--- src/sis_pkg.sv ---
package sis_pkg;

    // position field width fixed by the result format
    localparam int unsigned POS_W = 6;
    localparam int unsigned IN_KEY_W = 32;

    typedef struct packed {
        logic signed [IN_KEY_W-1:0] key;
        logic                       is_last;
    } sis_in_t;

    typedef struct packed {
        logic [POS_W-1:0] sorted_position;
        logic             overflow;
        logic             final_res;
    } sis_out_t;

    // controls broadcast from the sequencer to every cell
    typedef struct packed {
        logic load;   // insert the broadcast key this cycle
        logic shift;  // move every cell one place toward the head
    } sis_ctrl_t;

    typedef enum logic {
        ST_LOAD,
        ST_DRAIN
    } sis_state_t;

endpackage

--- src/sis_cell.sv ---
module sis_cell #(
    parameter int unsigned KEY_WIDTH = 32
) (
    input  logic                        clk,
    input  logic                        rst_n,
    input  sis_pkg::sis_ctrl_t          ctrl,
    input  logic signed [KEY_WIDTH-1:0] new_key,
    input  logic [sis_pkg::POS_W-1:0]   new_pos,
    input  logic                        left_valid,
    input  logic                        left_ins,
    input  logic signed [KEY_WIDTH-1:0] left_key,
    input  logic [sis_pkg::POS_W-1:0]   left_pos,
    input  logic                        right_valid,
    input  logic signed [KEY_WIDTH-1:0] right_key,
    input  logic [sis_pkg::POS_W-1:0]   right_pos,
    output logic                        valid,
    output logic                        ins,
    output logic signed [KEY_WIDTH-1:0] key,
    output logic [sis_pkg::POS_W-1:0]   pos
);
    import sis_pkg::*;

    logic                        valid_reg;
    logic                        valid_next;
    logic signed [KEY_WIDTH-1:0] key_reg;
    logic signed [KEY_WIDTH-1:0] key_next;
    logic [POS_W-1:0]            pos_reg;
    logic [POS_W-1:0]            pos_next;

    // empty cell counts as +infinity; strict less keeps equal keys in order
    assign ins = !valid_reg || (new_key < key_reg);

    always_comb
    begin
        valid_next = valid_reg;
        key_next   = key_reg;
        pos_next   = pos_reg;
        priority if (ctrl.shift)
        begin
            valid_next = right_valid;
            key_next   = right_key;
            pos_next   = right_pos;
        end
        else if (ctrl.load && ins)
        begin
            valid_next = valid_reg || left_valid;
            if (left_ins)
            begin
                key_next = left_key;
                pos_next = left_pos;
            end
            else
            begin
                key_next = new_key;
                pos_next = new_pos;
            end
        end
    end

    always_ff @(posedge clk or negedge rst_n)
    begin
        if (!rst_n)
        begin
            valid_reg <= 1'b0;
        end
        else
        begin
            valid_reg <= valid_next;
        end
    end

    always_ff @(posedge clk)
    begin
        key_reg <= key_next;
        pos_reg <= pos_next;
    end

    assign valid = valid_reg;
    assign key   = key_reg;
    assign pos   = pos_reg;

endmodule
--- config.mk ---
export PLATFORM = sky130hd
export DESIGN_NAME = sis_cell
export DESIGN_NICKNAME = d
export VERILOG_FILES = /design/src/sis_pkg.sv /design/src/sis_cell.sv
export SDC_FILE = /design/constraint.sdc
export NUM_CORES = 1
export LEC_CHECK = 0
export BUFFER_PORTS_ARGS = -buffer_cell sky130_fd_sc_hd__buf_2
export CELL_PAD_IN_SITES_DETAIL_PLACEMENT = 0
export CELL_PAD_IN_SITES_GLOBAL_PLACEMENT = 1
export CORE_MARGIN = 2
export CORE_UTILIZATION = 34
export CTS_CLUSTER_SIZE = 25
export DETAILED_ROUTE_END_ITERATION = 7
export PLACE_DENSITY = 0.83
export SLEW_MARGIN = 20
export SYNTH_ARGS = -nofsm -noshare
export SYNTH_HDL_FRONTEND = slang
export SYNTH_SLANG_ARGS = --single-unit
--- constraint.sdc ---
create_clock -name clk -period 7.4 [get_ports clk]
set_input_delay 1.48 -clock clk [delete_from_list [all_inputs] [get_ports clk]]
set_output_delay 1.48 -clock clk [all_outputs]
set_load 0.005 [all_outputs]
==> metrics, run 1 <==
number of cells in the design after placement 542; share of the synthesized area in the top cell type roughly two fifths; clock network latency to the later pin of the worst-skew pair a little under 0.3 ns; class of the worst hold path reg -> reg; floorplan row count 33; final worst path period share around 66%; highest ir drop seen on vdd between 0.06 and 0.07 mV; postcts setup bufs 0; number of flip-flops and latches in the synthesized netlist 39; pins over their slew limit 0; Final ANT Viol Nets 0; startpoint types input port; most used cell, CP sky130_fd_sc_hd__buf_2; flip-flop cell with the highest count after synthesis sky130_fd_sc_hd__edfxtp_1; layout cell share with drive strength beyond 1 between 30% and 40%; Top Family by Delay on Critical Path compound AO/OA/AOI/OAI gates; required time at the worst-slack endpoint 5.92 ns; synth cell count leaders sky130_fd_sc_hd__nand2_1, sky130_fd_sc_hd__o21ai_0, sky130_fd_sc_hd__edfxtp_1, sky130_fd_sc_hd__mux2i_1, sky130_fd_sc_hd__inv_1; DRT Wirelength roughly 7000 µm; wire length of the first global-routing pass between 10000 and 15000 µm; gr ovfl total 0; final standard cell count with taps included and fillers excluded 550; half-perimeter wire length of the detailed placement result between 5000 and 6000 µm; final weighted congestion of routability-driven global placement approximately 0.75; DRT iter0 DRCs between 60 and 70; post-CTS clock slew at the launch and capture registers of the worst setup and hold paths about 0.07 ns; most repeated cell in the gate-level netlist after synthesis sky130_fd_sc_hd__nand2_1; CTS Buf Count 5; initial core utilization 34.6%; count of warnings emitted by yosys 0; total iterations of the first detailed-routing run 4; buffers from clock root to sink, at most 2; power density cells around 170 mW/mm²; DRC violations left 0; layout net count approximately 600; category of the most critical setup path in -> out; sort of element at the end of the critical path output port; Max Clk Rate ~210 MHz; portion of the post-synthesis area used by sequential elements between 40% and 50%; Worst path max stage delay between 0.4 and 0.5 ns; CTS Root Cell sky130_fd_sc_hd__clkbuf_8; Gate Count Post-Synth between 200 and 300; post-cts repair resize count 0; cell types occupying the most area after synthesis sky130_fd_sc_hd__edfxtp_1, sky130_fd_sc_hd__ha_1, sky130_fd_sc_hd__mux2i_1; Bufs and invs on worst path 2; fraction of registers with async set or reset after synthesis around 2.6%; via count of the first global-routing pass 2431; cell type of the slowest stage on the worst timing path sky130_fd_sc_hd__o41ai_2; data arrival time of the critical path around 3.4 ns; number of max-cap violations 0; Setup Total Neg Slack 0 ns; Die Y-Extent 94.7 µm; static leakage power 0.00198 µW; measured slew at the worst slew-check pin roughly 0.67 ns; Die Outline Area between 0.008 and 0.009 mm²; CTS H-tree lvls 2; worst path cell trace buf_2, ha_1, nand4_1, o311a_1, o41ai_2, a31oi_1, mux2_1, buf_2; Yosys cell types 31; area of the core region roughly 0.008 mm²; post-layout minimum cycle time just under 5 ns; Max transition margin between 50 and 60%; setup-violating endpoint count in the final report 0; count of endpoints failing hold in the final timing report 0; Via density about 4.6; dominant cell type by area after synthesis sky130_fd_sc_hd__edfxtp_1; vias after detailed routing 2556; number of antenna violations at the first check in global routing 0; maximum number of pins on one net before global-route repair between 80 and 90; Top Ports 161; clock tree from TritonCTS done; run status completed; RSZ-0062 raised after global routing false; I/O Buffers between 150 and 200; mean cell area of the mapped netlist 9.75 µm²; die boundary width 94.7 µm; Max FO, Critical Path 3; Netlist Area Pre-Place ~0.0028 mm²; number of flip-flops under the largest register name 32; number of enable-type register cells in the synthesized netlist 38; number of inserted diodes 0; overall track demand over capacity in global routing ~16%; total number of clock tree sinks 39; Avg WL per Cell 13.1 µm; Mapped Nets 439; area growth from synthesis to layout 35.4%; number of hold buffers added after cts 0; setup clock skew after layout a little over 0.009 ns
==> worst paths after layout <==
check | from | endpoint | slack, ns | cells past startpoint
worst min register to register | valid | valid | 0.68 | 2
min in group asynchronous | rst_n | valid | 0.95 | 1
worst max register to register | key[31] | key[18] | 4.86 | 9
max in group asynchronous | rst_n | valid | 6.37 | 1
worst max-delay path | new_key[7] | ins | 2.55 | 8
worst min-delay path | valid | valid | 0.68 | 2
==> cells in the final DEF (no fill, tap or decap), drive strengths merged, types with 2 or more instances in the layout <==
| master | count |
|---|---|
| buf | 163 |
| nand2 | 50 |
| o21ai | 43 |
| mux2i | 38 |
| edfxtp | 38 |
| inv | 32 |
| ha | 31 |
| a21oi | 13 |
| clkbuf | 7 |
| nor2 | 4 |
| nand4 | 4 |
| a31oi | 2 |
| nand3 | 2 |
==> cell type report <==
| class | count | area [µm²] |
|---|---|---|
| Clock buffer | 7 | 76.3 |
| Fill cell | 819 | 4300 |
| Timing Repair Buffer | 163 | 826 |
| Multi-Input combinational cell | 203 | 1460 |
| Tap cell | 105 | 131 |
| Inverter | 32 | 120 |
| Clock inverter | 1 | 5.00 |
| Sequential cell | 39 | 1170 |
==> metal layers <==
layer / track usage [%] / routed length (µm) / vias up
met5: 0 / 0 / -
met4: 3.26 / 39 / 0
met3: 4.15 / 585 / 4
met2: 28.3 / 3540 / 95
met1: 19.5 / 3030 / 1118
li1: - / - / 1339
==> per-stage QoR <==
stage	setup slack, ns	util [%]	total power [µW]	cell area (µm²)	hold slack (ns)
floorplan	1.64	-	408	2800	0.582
global placement	2.57	45.8	496	3700	0.648
detailed placement	2.56	45.8	502	3700	0.660
CTS	2.56	46.8	646	3790	0.679
global route	2.40	46.8	680	3790	0.750
finish	2.55	46.8	633	3790	0.677
==> worst reg2reg max path, stage by stage (launching register included) <==
cell and delay (ns):
sky130_fd_sc_hd__edfxtp_1 0.35, sky130_fd_sc_hd__inv_1 0.05, sky130_fd_sc_hd__ha_1 0.38, sky130_fd_sc_hd__nand4_2 0.18
sky130_fd_sc_hd__nor4_4 0.34, sky130_fd_sc_hd__nand2_1 0.08, sky130_fd_sc_hd__o211ai_1 0.16, sky130_fd_sc_hd__nor4b_1 0.11
sky130_fd_sc_hd__nor3_2 0.22, sky130_fd_sc_hd__buf_4 0.33
==> power by group <==
group	internal, µW	total, µW	switching, µW	leakage, µW
sequential	281	294	12.8	0.000400
clock	66.2	140	74.2	0.0000422
combinational	93.8	199	105	0.00154
total	441	633	192	0.00198
==> kinds of logic after synthesis <==
group	count (synthesis)	share of synthesized area, %
AND/OR/NAND/NOR	67	11.1
AO/OA/AOI/OAI	66	13.1
buffers and inverters	45	6.17
multiplexers	39	14.0
flip-flops	39	41.7
adder cells (fa/ha/maj)	31	13.9
Power figures use the tool's default switching activity.
==> run 2, diff against run 1 <==
--- a/config.mk
+++ b/config.mk
@@ -9,10 +9,10 @@
 export CELL_PAD_IN_SITES_DETAIL_PLACEMENT = 0
 export CELL_PAD_IN_SITES_GLOBAL_PLACEMENT = 1
 export CORE_MARGIN = 2
-export CORE_UTILIZATION = 34
+export CORE_UTILIZATION = 32
 export CTS_CLUSTER_SIZE = 25
 export DETAILED_ROUTE_END_ITERATION = 7
-export PLACE_DENSITY = 0.83
+export PLACE_DENSITY = 0.79
 export SLEW_MARGIN = 20
 export SYNTH_ARGS = -nofsm -noshare
 export SYNTH_HDL_FRONTEND = slang
==> constraint.sdc (replaced) <==
create_clock -name clk -period 4.55 [get_ports clk]
set_input_delay 0.91 -clock clk [delete_from_list [all_inputs] [get_ports clk]]
set_output_delay 0.91 -clock clk [all_outputs]
set_load 0.005 [all_outputs]
==> run 2 against run 1 <==
- first-iteration DRC count is 16% higher
- critical path depth stayed put
- via count is 1.5% higher
- final cell count is 0.55% higher
- sequential cell count stayed put
- sequential power is 63% higher
- critical path type unchanged
==> metrics, run 2 (synthesis results as in run 1) <==
CTS Root Cell sky130_fd_sc_hd__clkbuf_8; Max FO, Critical Path 3 (unchanged); post-cts repair resize count 0 (unchanged); die boundary width 97.5 µm (+2.9%); DRT iter0 DRCs 71 (+16%); overall track demand over capacity in global routing 15.3% (-0.69 points); DRC violations left 0 (unchanged); post-layout minimum cycle time 3.66 ns; total number of clock tree sinks 39 (unchanged); via count of the first global-routing pass 2575 (+5.9%); Via density 4.69 (+0.98%); Max transition margin 48.1% (-7.2 points); clock network latency to the later pin of the worst-skew pair 0.29 ns (about the same); met1 track demand over resource in global routing 18.5% (-0.98 points); Max Clk Rate 273 MHz; wire length of the first global-routing pass 11900 µm (+5.8%); highest ir drop seen on vdd 0.112 mV (+62%); layout cell share with drive strength beyond 1 39.1% (unchanged); postcts setup bufs 0 (unchanged); gr busiest metal met2; I/O Buffers 160 (unchanged); most frequent cells in the layout sky130_fd_sc_hd__buf_2, sky130_fd_sc_hd__nand2_1, sky130_fd_sc_hd__o21ai_0, sky130_fd_sc_hd__mux2i_1, sky130_fd_sc_hd__edfxtp_1; CTS Buf Count 5 (unchanged); data arrival time of the critical path 2.75 ns (-0.62 ns); Final ANT Viol Nets 0 (unchanged); category of the most critical setup path in -> out; startpoint types input port; floorplan row count 34 (+3.0%); number of max-cap violations 0 (unchanged); number of antenna violations at the first check in global routing 0 (unchanged); power density cells 272 mW/mm² (+63%); CTS H-tree lvls 2 (unchanged); number of inserted diodes 0 (unchanged); area of the core region 0.00859 mm² (+6.2%); buffers from clock root to sink, at most 2 (unchanged); number of hold buffers added after cts 0 (unchanged); initial core utilization 32.6% (-2.0 points); total power 1030 µW (+63%); most common cell after layout, fill and taps aside sky130_fd_sc_hd__buf_2; half-perimeter wire length of the detailed placement result 5830 µm (+2.9%); measured slew at the worst slew-check pin 0.779 ns (+0.108 ns); clock tree from TritonCTS done; sort of element at the end of the critical path output port; post-CTS clock slew at the launch and capture registers of the worst setup and hold paths 0.08 ns (about the same); Die Outline Area 0.00951 mm² (+6.0%); pins over their slew limit 0 (unchanged); Filler Cells Inserted 864 (+5.5%); Top Ports 161 (unchanged); met2 track demand over resource in global routing 28.3% (-0.034 points); vias after detailed routing 2595 (+1.5%); required time at the worst-slack endpoint 3.64 ns (-2.28 ns); run status completed; Die Y-Extent 97.5 µm (+2.9%); gr ovfl total 0 (unchanged); setup-violating endpoint count in the final report 0 (unchanged); area of the multi-input gates 0.00147 mm² (+0.43%); total iterations of the first detailed-routing run 4 (unchanged); number of cells in the design after placement 545 (+0.55%); class of the worst hold path in -> async; Avg WL per Cell 13.1 µm (about the same); count of endpoints failing hold in the final timing report 0 (unchanged); setup clock skew after layout 0.00546 ns (-0.00382 ns); final standard cell count with taps included and fillers excluded 553 (+0.55%); number of flip-flops under the largest register name 32 (unchanged); static leakage power 0.00198 µW (about the same); maximum number of pins on one net before global-route repair 52 (-36%); global-route track usage on met3 3.45% (-0.70 points); final weighted congestion of routability-driven global placement 0.841 (+12%); final worst path period share 80.5%; sequential standard cell area 0.00117 mm² (unchanged); layout net count 596 (unchanged); DRT Wirelength 7240 µm (+0.58%); Setup Total Neg Slack 0 ns (unchanged); area growth from synthesis to layout 35.8%; RSZ-0062 raised after global routing false
## run 2: cell counts in the layout (fill, tap and decap cells not counted)
No cell type changed its count.
## run 2: metal layers
metal / vias to the layer above / share of wire (%)
met2: 84 / 50
li1: 1337 / -
met5: - / 0
met4: 0 / 0.58
met3: 6 / 6.1
met1: 1168 / 43
## run 2: worst max-delay path, cell delays in order
cell and delay (ns):
sky130_fd_sc_hd__buf_2 0.11, sky130_fd_sc_hd__ha_1 0.32, sky130_fd_sc_hd__nand4_1 0.10, sky130_fd_sc_hd__o311a_1 0.37
sky130_fd_sc_hd__o41ai_2 0.35, sky130_fd_sc_hd__a31oi_1 0.14, sky130_fd_sc_hd__mux2_1 0.31, sky130_fd_sc_hd__buf_2 0.13
## run 2: area by class of cell
type	count	area share, %
flip-flops and latches	39	30.7
repair buffers	163	21.7
well taps	108	3.56
clock inverters	1	0.132
clock buffers	7	2.01
multi-input cells	203	38.7
inverters	32	3.16
## run 2: report_power, final
part / total (µW) / internal [µW] / switching [µW]
clock: 231 / 108 / 123
sequential: 478 / 457 / 20.6
combinational: 326 / 153 / 173
total: 1030 / 718 / 316
## run 2: through the flow
| step | cell area, µm² | setup slack, ns | hold WS, ns | util, % |
|---|---|---|---|---|
| 3_5_place_dp | 3710 | 0.852 | 0.659 | 43.2 |
| 2_1_floorplan | 2800 | 0.513 | 0.582 | - |
| 5_1_grt | 3800 | 0.667 | 0.361 | 44.2 |
| 4_1_cts | 3800 | 0.838 | 0.371 | 44.2 |
| 6_report | 3800 | 0.888 | 0.381 | 44.2 |
| 3_3_place_gp | 3710 | 0.860 | 0.651 | 43.2 |
## run 2: final timing paths
| check | start | endpoint | slack, ns | cells past startpoint |
|---|---|---|---|---|
| setup / recovery | new_key[7] | ins | 0.89 | 8 |
| hold / removal | rst_n | valid | 0.38 | 1 |
| setup reg to reg | key[31] | key[18] | 1.68 | 9 |
| hold reg to reg | valid | valid | 0.68 | 2 |
| max in group asynchronous | rst_n | valid | 4.09 | 1 |
| min in group clk | valid | valid | 0.68 | 2 |
==> run 3, diff against run 2 <==
==> constraint.sdc (replaced) <==
create_clock -name clk -period 3.4 [get_ports clk]
set_input_delay 0.68 -clock clk [delete_from_list [all_inputs] [get_ports clk]]
set_output_delay 0.68 -clock clk [all_outputs]
set_load 0.005 [all_outputs]
==> run 3 against run 2 <==
- sequential power grew 34%
- total power grew 35%
- clock power grew 41%
- worst hold slack lost 0.22 ns
- first-iteration DRC count shrank 37%
- sequential cell count is the same
- clock-buffer cell count is the same
- worst setup slack lost 0.69 ns
- utilization grew 0.26 points
- cell area grew 0.59%
- routed wire length shrank 1.9%
- die area is the same
- critical endpoint unchanged
- largest power group unchanged
==> metrics, run 3 (synthesis results as in run 1) <==
post-CTS clock slew at the launch and capture registers of the worst setup and hold paths 0.07 ns (about the same); RSZ-0062 raised after global routing false; Setup Total Neg Slack 0 ns (unchanged); setup slack of the critical path after layout 0.202 ns (-0.686 ns); post-cts repair resize count 0 (unchanged); flop2flop setup slack 0.87 ns (-0.81 ns); Max Clk Rate 313 MHz; most frequent cells in the layout sky130_fd_sc_hd__buf_2, sky130_fd_sc_hd__nand2_1, sky130_fd_sc_hd__o21ai_0, sky130_fd_sc_hd__mux2i_1, sky130_fd_sc_hd__edfxtp_1; run status completed; final weighted congestion of routability-driven global placement 0.844 (+0.31%); I/O Buffers 160 (unchanged); area of the core region 0.00859 mm² (unchanged); total power 1400 µW (+35%); Avg WL per Cell 12.8 µm (-2.3%); power density cells 366 mW/mm² (+34%); category of the most critical setup path in -> out; vias after detailed routing 2595 (unchanged); Reg-to-Reg Start key[21]; class of the worst hold path in -> async; DRC violations left 0 (unchanged); static leakage power 0.00199 µW (+0.73%); initial core utilization 32.6% (unchanged); Max transition margin 56.4% (+8.3 points); Die Y-Extent 97.5 µm (unchanged); R2R depth 9 (unchanged); Final ANT Viol Nets 0 (unchanged); maximum number of pins on one net before global-route repair 59 (+13%); gr ovfl total 0 (unchanged); Filler Cells Inserted 893 (+3.4%); half-perimeter wire length of the detailed placement result 5750 µm (-1.4%); measured slew at the worst slew-check pin 0.654 ns (-0.125 ns); CTS Buf Count 5 (unchanged); post-layout minimum cycle time between 3 and 4 ns; count of endpoints failing hold in the final timing report 0 (unchanged); Top Ports 161 (unchanged); DRT iter0 DRCs 45 (-37%); total iterations of the first detailed-routing run 4 (unchanged); endpoint of the worst register-to-register path key[13]; number of inserted diodes 0 (unchanged); Die Outline Area 0.00951 mm² (unchanged); final worst path period share 94.1%; layout cell share with drive strength beyond 1 39.6% (+0.50 points); overall track demand over capacity in global routing 14.9% (-0.36 points); layout net count 598 (+0.34%); clock network latency to the later pin of the worst-skew pair 0.28 ns (about the same); via count of the first global-routing pass 2569 (-0.23%); Via density 4.68 (-0.36%); startpoint types input port; buffers from clock root to sink, at most 2 (unchanged); Post-DP Area 0.00373 mm² (+0.40%); CTS Root Cell sky130_fd_sc_hd__clkbuf_8; number of flip-flops under the largest register name 32 (unchanged); DRT Wirelength 7090 µm (-1.9%); sort of element at the end of the critical path output port; number of max-cap violations 0 (unchanged); Max FO, Critical Path 2 (-1); CTS H-tree lvls 2 (unchanged); setup-violating endpoint count in the final report 0 (unchanged); setup clock skew after layout 0.00492 ns (-0.000543 ns); wire length of the first global-routing pass 11600 µm (-3.2%); highest ir drop seen on vdd 0.120 mV (+7.8%); area growth from synthesis to layout 36.6%; data arrival time of the critical path 2.52 ns (-0.23 ns); total number of clock tree sinks 39 (unchanged); floorplan row count 34 (unchanged); number of hold buffers added after cts 0 (unchanged); required time at the worst-slack endpoint 2.72 ns (-0.92 ns); final design area excluding fillers 0.00382 mm² (+0.59%); postcts setup bufs 0 (unchanged); clock tree from TritonCTS done; die boundary width 97.5 µm (unchanged); most common cell after layout, fill and taps aside sky130_fd_sc_hd__buf_2; number of antenna violations at the first check in global routing 0 (unchanged); pre-CTS setup slack 0.176 ns (-0.675 ns); pins over their slew limit 0 (unchanged)
==> run 3: changes by cell type in the layout (fill, tap and decap cells not counted), sizes merged <==
| cell | previous run | this run |
|---|---|---|
| buf | 163 | 165 |
==> run 3: worst max path at each step <==
stage               start  endpoint  cells past startpoint
6_report       new_key[2]       ins                      9
5_1_grt        new_key[7]       ins                      8
4_1_cts        new_key[7]       ins                      8
3_5_place_dp   new_key[7]       ins                      8
3_3_place_gp   new_key[7]       ins                      8
2_1_floorplan  new_key[2]    key[0]                      7
==> run 3: worst max-delay path, stage by stage <==
cell	delay, ns
sky130_fd_sc_hd__buf_2	0.11
sky130_fd_sc_hd__ha_1	0.30
sky130_fd_sc_hd__a211o_1	0.29
sky130_fd_sc_hd__a31oi_1	0.19
sky130_fd_sc_hd__o311a_1	0.20
sky130_fd_sc_hd__o41ai_2	0.09
sky130_fd_sc_hd__a31oi_1	0.19
sky130_fd_sc_hd__mux2_1	0.33
sky130_fd_sc_hd__buf_2	0.14
==> run 3: layout make-up <==
| type | count | area, µm² | share of cell area [%] |
|---|---|---|---|
| multi-input cells | 203 | 1470 | 38.5 |
| flip-flops and latches | 39 | 1170 | 30.5 |
| well taps | 108 | 135 | 3.54 |
| inverters | 32 | 120 | 3.14 |
| clock inverters | 1 | 5.00 | 0.131 |
| repair buffers | 165 | 838 | 21.9 |
| clock buffers | 7 | 86.3 | 2.26 |
==> run 3: per-stage QoR <==
stage	utilization [%]	hold WS, ns	std cells
2_1_floorplan	-	0.384	287
3_3_place_gp	43.4	0.456	547
3_5_place_dp	43.4	0.457	547
4_1_cts	44.5	0.143	555
5_1_grt	44.5	0.137	555
6_report	44.5	0.156	555
==> run 3: layer usage <==
metal	wire length (µm)	global-route usage [%]
met5	0	0
met3	489	3.96
met2	3540	27.1
met1	3050	17.9
met4	17	2.35
==> run 3: report_power, final <==
group          total, µW  internal (µW)  switching [µW]
clock                325            164             161
combinational        434            206             228
sequential           639            612            27.7
total               1400            982             417
